$ cat src/hw/rtl/scfu_pkg.sv
`default_nettype none

package scfu_pkg;

  // Stack geometry
  localparam int PTR_W       = 8;
  localparam int STACK_DEPTH = 256;
  localparam int SLOT_W      = (STACK_DEPTH > 1) ? $clog2(STACK_DEPTH) : 1;
  localparam int PTR_SPAN    = 2 ** PTR_W;

  localparam logic [PTR_W-1:0] SP_RESET   = 8'hFF;
  localparam logic [7:0]       BREAK_FLAG = 8'h10;

  // Instruction kinds
  localparam logic [2:0] MODE_JMP = 3'd0;
  localparam logic [2:0] MODE_JSR = 3'd1;
  localparam logic [2:0] MODE_BRK = 3'd2;
  localparam logic [2:0] MODE_RTI = 3'd3;
  localparam logic [2:0] MODE_RTS = 3'd4;

  // Push data select
  localparam logic [1:0] PD_HI   = 2'd0;
  localparam logic [1:0] PD_LO   = 2'd1;
  localparam logic [1:0] PD_STAT = 2'd2;

  // Load destination for the byte read in the previous step
  localparam logic [1:0] LD_NONE = 2'd0;
  localparam logic [1:0] LD_STAT = 2'd1;
  localparam logic [1:0] LD_LO   = 2'd2;

  // Result instruction pointer select
  localparam logic [1:0] IP_TARGET = 2'd0;
  localparam logic [1:0] IP_NEXT   = 2'd1;
  localparam logic [1:0] IP_VECTOR = 2'd2;
  localparam logic [1:0] IP_POPPED = 2'd3;

  // Result status select
  localparam logic [1:0] ST_IN    = 2'd0;
  localparam logic [1:0] ST_BRK   = 2'd1;
  localparam logic [1:0] ST_SAVED = 2'd2;

  // Microprogram addresses
  localparam int UPC_W = 4;
  localparam logic [UPC_W-1:0] UA_JMP  = 4'd0;
  localparam logic [UPC_W-1:0] UA_JSR0 = 4'd1;
  localparam logic [UPC_W-1:0] UA_JSR1 = 4'd2;
  localparam logic [UPC_W-1:0] UA_BRK0 = 4'd3;
  localparam logic [UPC_W-1:0] UA_BRK1 = 4'd4;
  localparam logic [UPC_W-1:0] UA_BRK2 = 4'd5;
  localparam logic [UPC_W-1:0] UA_RTI0 = 4'd6;
  localparam logic [UPC_W-1:0] UA_RTI1 = 4'd7;
  localparam logic [UPC_W-1:0] UA_RTI2 = 4'd8;
  localparam logic [UPC_W-1:0] UA_RTI3 = 4'd9;
  localparam logic [UPC_W-1:0] UA_RTS0 = 4'd10;
  localparam logic [UPC_W-1:0] UA_RTS1 = 4'd11;
  localparam logic [UPC_W-1:0] UA_RTS2 = 4'd12;
  localparam logic [UPC_W-1:0] UA_NOP  = 4'd13;

  typedef struct packed {
    logic       push;
    logic       pop;
    logic [1:0] push_sel;
    logic [1:0] ld_sel;
    logic       last;
    logic [1:0] ip_sel;
    logic [1:0] st_sel;
  } ctrl_t;

  typedef logic [SLOT_W-1:0] slot_table_t [PTR_SPAN];

  function automatic slot_table_t build_slot_table();
    slot_table_t t;
    for (int i = 0; i < PTR_SPAN; i++) begin
      t[i] = SLOT_W'(i % STACK_DEPTH);
    end
    return t;
  endfunction

  localparam slot_table_t SLOT_TABLE = build_slot_table();

  function automatic ctrl_t cw(logic push, logic pop, logic [1:0] push_sel,
                               logic [1:0] ld_sel, logic last,
                               logic [1:0] ip_sel, logic [1:0] st_sel);
    ctrl_t c;
    c.push     = push;
    c.pop      = pop;
    c.push_sel = push_sel;
    c.ld_sel   = ld_sel;
    c.last     = last;
    c.ip_sel   = ip_sel;
    c.st_sel   = st_sel;
    return c;
  endfunction

  // Control store
  function automatic ctrl_t ucode(logic [UPC_W-1:0] a);
    ctrl_t c;
    case (a)
      UA_JMP:  c = cw(1'b0, 1'b0, PD_HI,   LD_NONE, 1'b1, IP_TARGET, ST_IN);
      UA_JSR0: c = cw(1'b1, 1'b0, PD_HI,   LD_NONE, 1'b0, IP_TARGET, ST_IN);
      UA_JSR1: c = cw(1'b1, 1'b0, PD_LO,   LD_NONE, 1'b1, IP_TARGET, ST_IN);
      UA_BRK0: c = cw(1'b1, 1'b0, PD_HI,   LD_NONE, 1'b0, IP_VECTOR, ST_BRK);
      UA_BRK1: c = cw(1'b1, 1'b0, PD_LO,   LD_NONE, 1'b0, IP_VECTOR, ST_BRK);
      UA_BRK2: c = cw(1'b1, 1'b0, PD_STAT, LD_NONE, 1'b1, IP_VECTOR, ST_BRK);
      UA_RTI0: c = cw(1'b0, 1'b1, PD_HI,   LD_NONE, 1'b0, IP_POPPED, ST_SAVED);
      UA_RTI1: c = cw(1'b0, 1'b1, PD_HI,   LD_STAT, 1'b0, IP_POPPED, ST_SAVED);
      UA_RTI2: c = cw(1'b0, 1'b1, PD_HI,   LD_LO,   1'b0, IP_POPPED, ST_SAVED);
      UA_RTI3: c = cw(1'b0, 1'b0, PD_HI,   LD_NONE, 1'b1, IP_POPPED, ST_SAVED);
      UA_RTS0: c = cw(1'b0, 1'b1, PD_HI,   LD_NONE, 1'b0, IP_POPPED, ST_IN);
      UA_RTS1: c = cw(1'b0, 1'b1, PD_HI,   LD_LO,   1'b0, IP_POPPED, ST_IN);
      UA_RTS2: c = cw(1'b0, 1'b0, PD_HI,   LD_NONE, 1'b1, IP_POPPED, ST_IN);
      default: c = cw(1'b0, 1'b0, PD_HI,   LD_NONE, 1'b1, IP_NEXT,   ST_IN);
    endcase
    return c;
  endfunction

  // Dispatch: entry step for each instruction kind
  function automatic logic [UPC_W-1:0] mode_entry(logic [2:0] m);
    logic [UPC_W-1:0] e;
    case (m)
      MODE_JMP: e = UA_JMP;
      MODE_JSR: e = UA_JSR0;
      MODE_BRK: e = UA_BRK0;
      MODE_RTI: e = UA_RTI0;
      MODE_RTS: e = UA_RTS0;
      default:  e = UA_NOP;
    endcase
    return e;
  endfunction

endpackage

`default_nettype wire

$ cat src/hw/rtl/stack_control_flow_unit_top.sv
`default_nettype none

// Stack control-flow unit: JMP, JSR, BRK, RTI and RTS on an internal
// page-one stack of 8-bit entries.
//
// Command channel: a transaction is taken at a rising edge with start high
// and busy low; mode, target_address, next_address and status_in are
// sampled then. busy stays high while the microprogram runs.
// Result channel: new_ip, status_out and stack_level are shown for one
// cycle with done high. The receiver cannot stall; a new command may be
// issued in the same cycle that done is shown.
// Config channel: cfg_ready is always high; cfg_data is written to the
// break vector when cfg_valid is high. Write only while idle.
//
// Timing: one microprogram step per cycle, at most one stack access per step
// on a single-port store. Steps: JMP and undefined modes 1, JSR 2, RTS 3,
// BRK 3, RTI 4. done rises at the edge that ends the last step and busy
// drops with it; a new command is taken only once busy is low.
// Reset: stack pointer 0xFF, break vector 0, every stack entry reads as
// zero until written (per-entry valid flags), no reset pass needed.

module stack_control_flow_unit_top (
  input  wire logic        clk,
  input  wire logic        rst,
  input  wire logic        start,
  output logic             busy,
  input  wire logic [2:0]  mode,
  input  wire logic [15:0] target_address,
  input  wire logic [15:0] next_address,
  input  wire logic [7:0]  status_in,
  output logic             done,
  output logic [15:0]      new_ip,
  output logic [7:0]       status_out,
  output logic [7:0]       stack_level,
  input  wire logic        cfg_valid,
  output logic             cfg_ready,
  input  wire logic [15:0] cfg_data
);

  localparam int SW = scfu_pkg::SLOT_W;
  localparam int PW = scfu_pkg::PTR_W;

  // Sequencer state
  logic                       running;
  logic [scfu_pkg::UPC_W-1:0] upc;
  scfu_pkg::ctrl_t            ctl;

  // Latched command
  logic [15:0] target_q;
  logic [15:0] next_q;
  logic [7:0]  status_q;

  // Datapath registers
  logic [PW-1:0] sp;
  logic [PW-1:0] sp_next;
  logic [7:0]    lo_reg;
  logic [7:0]    stat_reg;
  logic [15:0]   break_vector;

  // Stack store
  logic [7:0]                       mem [scfu_pkg::STACK_DEPTH];
  logic [scfu_pkg::STACK_DEPTH-1:0] valid;
  logic [SW-1:0]                    addr;
  logic [7:0]                       wdata;
  logic                             we;
  logic                             re;
  logic [7:0]                       rdata;
  logic                             rd_valid;
  logic [7:0]                       rd_byte;

  logic [15:0] ip_value;
  logic [7:0]  st_value;
  logic        accept;

  assign accept    = start && !busy;
  assign busy      = running;
  assign cfg_ready = 1'b1;
  assign ctl       = scfu_pkg::ucode(upc);

  // Push stores at sp then decrements; pop increments then reads.
  always_comb begin
    sp_next = sp;
    if (running && ctl.push) begin
      sp_next = PW'(sp - 1'b1);
    end else if (running && ctl.pop) begin
      sp_next = PW'(sp + 1'b1);
    end
  end

  assign we   = running && ctl.push;
  assign re   = running && ctl.pop;
  assign addr = ctl.push ? scfu_pkg::SLOT_TABLE[sp] : scfu_pkg::SLOT_TABLE[PW'(sp + 1'b1)];

  always_comb begin
    case (ctl.push_sel)
      scfu_pkg::PD_HI:   wdata = next_q[15:8];
      scfu_pkg::PD_LO:   wdata = next_q[7:0];
      scfu_pkg::PD_STAT: wdata = status_q;
      default:           wdata = status_q;
    endcase
  end

  // Never-written entries read as zero
  assign rd_byte = rd_valid ? rdata : 8'h00;

  always_ff @(posedge clk) begin
    if (we) begin
      mem[addr] <= wdata;
    end
    if (re) begin
      rdata <= mem[addr];
    end
  end

  always_ff @(posedge clk) begin
    if (rst) begin
      valid    <= '0;
      rd_valid <= 1'b0;
    end else begin
      if (we) begin
        valid[addr] <= 1'b1;
      end
      if (re) begin
        rd_valid <= valid[addr];
      end
    end
  end

  always_comb begin
    case (ctl.ip_sel)
      scfu_pkg::IP_TARGET: ip_value = target_q;
      scfu_pkg::IP_NEXT:   ip_value = next_q;
      scfu_pkg::IP_VECTOR: ip_value = break_vector;
      scfu_pkg::IP_POPPED: ip_value = {rd_byte, lo_reg};
      default:             ip_value = next_q;
    endcase
    case (ctl.st_sel)
      scfu_pkg::ST_IN:    st_value = status_q;
      scfu_pkg::ST_BRK:   st_value = status_q | scfu_pkg::BREAK_FLAG;
      scfu_pkg::ST_SAVED: st_value = stat_reg;
      default:            st_value = status_q;
    endcase
  end

  // Sequencer: dispatch on accept, advance each step, drop out on the last one
  always_ff @(posedge clk) begin
    if (rst) begin
      running <= 1'b0;
      upc     <= scfu_pkg::UA_NOP;
      done    <= 1'b0;
      sp      <= scfu_pkg::SP_RESET;
    end else begin
      done <= 1'b0;
      sp   <= sp_next;
      if (accept) begin
        running <= 1'b1;
        upc     <= scfu_pkg::mode_entry(mode);
      end else if (running) begin
        if (ctl.last) begin
          running <= 1'b0;
          done    <= 1'b1;
        end else begin
          upc <= upc + 1'b1;
        end
      end
    end
  end

  // Break vector register
  always_ff @(posedge clk) begin
    if (rst) begin
      break_vector <= 16'h0000;
    end else if (cfg_valid && cfg_ready) begin
      break_vector <= cfg_data;
    end
  end

  // Payload registers: command latch, popped bytes, result
  always_ff @(posedge clk) begin
    if (accept) begin
      target_q <= target_address;
      next_q   <= next_address;
      status_q <= status_in;
    end
    if (running) begin
      case (ctl.ld_sel)
        scfu_pkg::LD_STAT: stat_reg <= rd_byte;
        scfu_pkg::LD_LO:   lo_reg   <= rd_byte;
        default: ;
      endcase
      if (ctl.last) begin
        new_ip      <= ip_value;
        status_out  <= st_value;
        stack_level <= sp_next;
      end
    end
  end

  // A result only follows a running microprogram
  a_done_after_run: assert property (@(posedge clk) disable iff (rst)
    done |-> $past(running))
    else $error("done without a running microprogram");

  // An accepted command starts the sequencer
  a_accept_runs: assert property (@(posedge clk) disable iff (rst)
    accept |=> running)
    else $error("accepted command did not start the sequencer");

  // The stack pointer only moves while a microprogram runs
  a_sp_idle: assert property (@(posedge clk) disable iff (rst)
    !running |=> $stable(sp))
    else $error("stack pointer moved while idle");

  // Results never come back to back, since a new command is taken no earlier than the done cycle
  a_done_pulse: assert property (@(posedge clk) disable iff (rst)
    done |=> !done)
    else $error("results on consecutive cycles");

endmodule

`default_nettype wire

$ cat config.mk
export PLATFORM = sky130hd
export DESIGN_NAME = stack_control_flow_unit_top
export DESIGN_NICKNAME = d
export VERILOG_FILES = /design/src/hw/rtl/scfu_pkg.sv /design/src/hw/rtl/stack_control_flow_unit_top.sv
export SDC_FILE = /design/constraint.sdc
export NUM_CORES = 2
export LEC_CHECK = 0
export ABC_AREA = 1
export BUFFER_PORTS_ARGS = -buffer_cell sky130_fd_sc_hd__buf_2
export CAP_MARGIN = 10
export CORE_MARGIN = 3
export CORE_UTILIZATION = 50
export CTS_BUF_LIST = sky130_fd_sc_hd__clkbuf_4
export DETAILED_ROUTE_END_ITERATION = 8
export PLACE_DENSITY = 0.65
export SETUP_SLACK_MARGIN = 0.3
export SLEW_MARGIN = 20
export SYNTH_ARGS = -nofsm -noshare
export SYNTH_HDL_FRONTEND = slang
export SYNTH_SLANG_ARGS = --single-unit
$ cat constraint.sdc
create_clock -name clk -period 12.12 [get_ports clk]
set_clock_uncertainty 0.05 [all_clocks]
set_input_delay 1.818 -clock clk [delete_from_list [all_inputs] [get_ports clk]]
set_output_delay 1.818 -clock clk [all_outputs]
set_load 0.05 [all_outputs]
==> key figures <==
Placement
  • Area post-placement: 97400 um2
  • Gpl congestion: 0.874
  • Placed insts: 10200
  • Port buffer count: 96
  • DP HPWL: roughly 150 mm

Min path
  • Min-Delay Path Depth: 1
  • HP Class: reg -> reg

Final layout
  • Max FFs per register: just over 2000
  • Syn-to-layout area delta: 11.4%
  • Most flop-heavy register: mem
  • Fill cells: 15700
  • Final Cell Area: ~110000 um2
  • Multi-input logic area: 22300 um2
  • Final nets: 8381
  • Finished Layout Cells: 11300
  • Ratio of cells with drive above 1 in the final layout: 14.8%
  • Top Registers: mem: 2048 flops, valid: 256 flops
  • Register area: between 70000 and 80000 um2

Logic synthesis
  • Synth warn: 0
  • #FFs+latches synth: 2442
  • Syn Inst Count: 7924
  • Synth Area per Inst: between 10 and 15 um2
  • Synth Net Count: 7997
  • Top_reg_cell synth: edfxtp_1
  • Sequential-to-total area share from yosys stat: between 70% and 80%
  • Post-synth EDFFs: approximately 2100
  • Post-synth cell types: 41
  • Post-synthesis async set-or-reset flop share: 0%
  • Netlist Area Pre-Place: 94700 um2

Global routing
  • First-pass GRT wire length: between 400 and 500 mm
  • Vias in the first global route: 61900
  • Antenna violations before repair: 17
  • Pin count of the biggest net entering global routing: approximately 210
  • Tot GR Track Use: roughly 28%
  • GRT Residual Overflow: 0

CTS
  • Number of setup buffers added after CTS: 0
  • CTS Sinks: 2442
  • Hold buffer count at cts: 0
  • Post-CTS sizing: 0
  • CTS tree: built
  • Clk slew on worst S/H paths: 0.07 ns
  • Worst skew pair latency: 1.38 ns
  • Root buffer cell: clkbuf_4
  • Max Buffers Root-to-Sink: 4
  • CTS buffer count: about 620
  • H-Tree Depth: 6

Worst setup path
  • CP Cell Sequence: inv_2 > nand2_1 > nand2_4 > nor2_4 > buf_12 > buf_4 > nand2_1 > nand4_1 > nand2_1 > nand3_1 > nor2_1 > nor2_1 > nor2_1 > nand3_1 > nor2_1 > nand2_1
  • Critical Path Source Type: flip-flop
  • CP max stage cell: dfxtp_1
  • Slowest cell delay on critical path: 0.83 ns
  • Endpoint class of the critical path: flip-flop
  • Critical Path AT: 6.59 ns
  • Worst R2R Path Depth: 16
  • Top Family by Delay on Critical Path: simple AND/OR/NAND/NOR gates
  • CP max FO: approximately 140
  • Levels on crit path: 16
  • Worst Path Buf+Inv: 3
  • Worst Path Required: 13.32 ns
  • Crit Path Category: reg -> reg

Die
  • Row cnt: 159
  • Die Span X: 441 um
  • Core ar.: 188000 um2
  • Initial Util: approximately half
  • Die footprint: 195000 um2
  • Die Y: 441 um
  • IO Pins: 98

Routing
  • DR pass1 iterations: 9
  • Initial DRC Count: ~7700
  • Final WL: 274 mm
  • Vias/cell: 5.72
  • Wire length per cell: roughly 24 um
  • DR DRC count: 2
  • Via count: between 60000 and 70000
  • Antenna Nets Post-Route: 0

STA
  • Final hold vios: 0
  • Final setup fails: 0
  • Final Slew Violations: 0
  • Rel. slew slack: 18.4%
  • Final Cycle Share: roughly 44%
  • Setup_tns: 0 ns
  • Max Freq: 0.185 GHz
  • Final min period: 5.39 ns
  • Worst hold slack: 0.411 ns
  • Worst-Margin Slew: 1.22 ns
  • RSZ-0062 raised after global routing: false

Status
  • Outcome: finished, violations left
  • Failing checks: DRC

Pwr
  • Leak pwr: 37.6 nW
  • Final Power: between 20 and 25 mW
  • Pwr per Cell Area: 203 nW/um2
  • Peak VDD IR: 0.183 mV

Run
  • Max Cap Violations: 0
-- cell usage after synthesis (5+ instances only) --
cell          n  area, um2
a21oi_1      37        185
a22oi_1     287       2150
a31oi_1      12       75.1
buf_1        45        169
buf_2       191        956
buf_4         8       60.1
buf_6         5       56.3
clkbuf_1    164        616
dfxtp_1     298       5970
edfxtp_1   2144      64400
ha_1         10        125
inv_1        61        229
inv_2        37        139
nand2_1    2974      11200
nand2_2       9       56.3
nand3_1     291       1460
nand4_1     309       1930
nor2_1      713       2680
nor2_2       48        300
nor2_4       18        203
o2111ai_1     9       78.8
o21a_1      128        961
o21ai_0      87        435
or2_2         7       43.8
-- final timing paths --
check | to | slack, ns | start
worst min register to register | valid[134] | 0.41 | valid[134]
worst max register to register | rdata[7] | 6.73 | ctl[10]
worst min-delay path | valid[134] | 0.41 | valid[134]
worst max-delay path | rdata[7] | 6.73 | ctl[10]
-- layer usage --
| layer | vias to the layer above | GRT usage (%) | routed length, um |
|---|---|---|---|
| li1 | 28800 | - | - |
| met1 | 31300 | 37.5 | 106000 |
| met2 | 3804 | 42.1 | 123000 |
| met3 | 691 | 7.28 | 30700 |
| met4 | 12 | 14.5 | 14100 |
| met5 | - | 0 | 83 |
-- logic make-up (layout without fill, tap and decap cells) --
group / count (synthesis) / count (layout) / share of synthesized area (%)
buffers and inverters: 513 / 1368 / 2.36
DFF: 2442 / 2442 / 74.3
other: 1 / 13 / 0.00396
xor gates and xnor gates: 5 / 5 / 0.0463
AOI/OAI and AO/OA: 580 / 580 / 4.27
adders and majority gates: 10 / 10 / 0.132
and+or+nand+nor: 4373 / 4373 / 18.9
-- worst register-to-register path, delay by kind of cell (launching register included) --
family,cells,cell delay [ns]
simple gates,13,2.68
buf+inv,3,1.75
flops,1,0.83
-- placed cells by master, fill, tap and decap left out, types with 2 or more instances in the layout --
| cell type | n |
|---|---|
| nand2_1 | 2973 |
| edfxtp_1 | 2144 |
| clkbuf_4 | 962 |
| nor2_1 | 708 |
| nand4_1 | 309 |
| dfxtp_1 | 298 |
| a22oi_1 | 287 |
| nand3_1 | 283 |
| o21a_1 | 128 |
| clkinv_1 | 109 |
| buf_2 | 95 |
| o21ai_0 | 87 |
| inv_1 | 60 |
| buf_4 | 54 |
| nor2_2 | 47 |
| inv_2 | 47 |
| a21oi_1 | 37 |
| nor2_4 | 24 |
| buf_12 | 19 |
| diode_2 | 12 |
| a31oi_1 | 12 |
| ha_1 | 10 |
| o2111ai_1 | 9 |
| clkinv_2 | 9 |
| nand2_2 | 8 |
| nand3_4 | 8 |
| bufinv_16 | 8 |
| or2_2 | 7 |
| xor2_1 | 4 |
| o22ai_1 | 4 |
| a21oi_4 | 3 |
| o21ai_1 | 3 |
| o211ai_1 | 3 |
| o21ai_4 | 2 |
| nand2_4 | 2 |
| nor3_1 | 2 |
| buf_16 | 2 |
-- metrics by stage --
step / util (%) / setup slack, ns
floorplan: - / 6.67
CTS: 56.0 / 6.73
global route: 56.1 / 6.44
finish: 56.1 / 6.73
global placement: 51.8 / 6.77
detailed placement: 51.8 / 6.73
-- power by group --
group | total (mW) | internal [mW] | switching, mW
Combinational | 4.75 | 1.00 | 3.75
Clock | 7.04 | 3.77 | 3.27
Sequential | 9.57 | 9.54 | 0.0313
Total | 21.4 | 14.3 | 7.05
-- area by class of cell --
cell class	count	share of cell area, %
diodes	12	0.0285
clock buffers	962	6.85
clock inverters	135	0.694
inverters	100	0.362
multi-input cells	4969	21.1
flip-flops and latches	2442	66.7
well taps	2495	2.96
repair buffers	171	1.26
No activity file was read; power rests on OpenSTA's default activity.
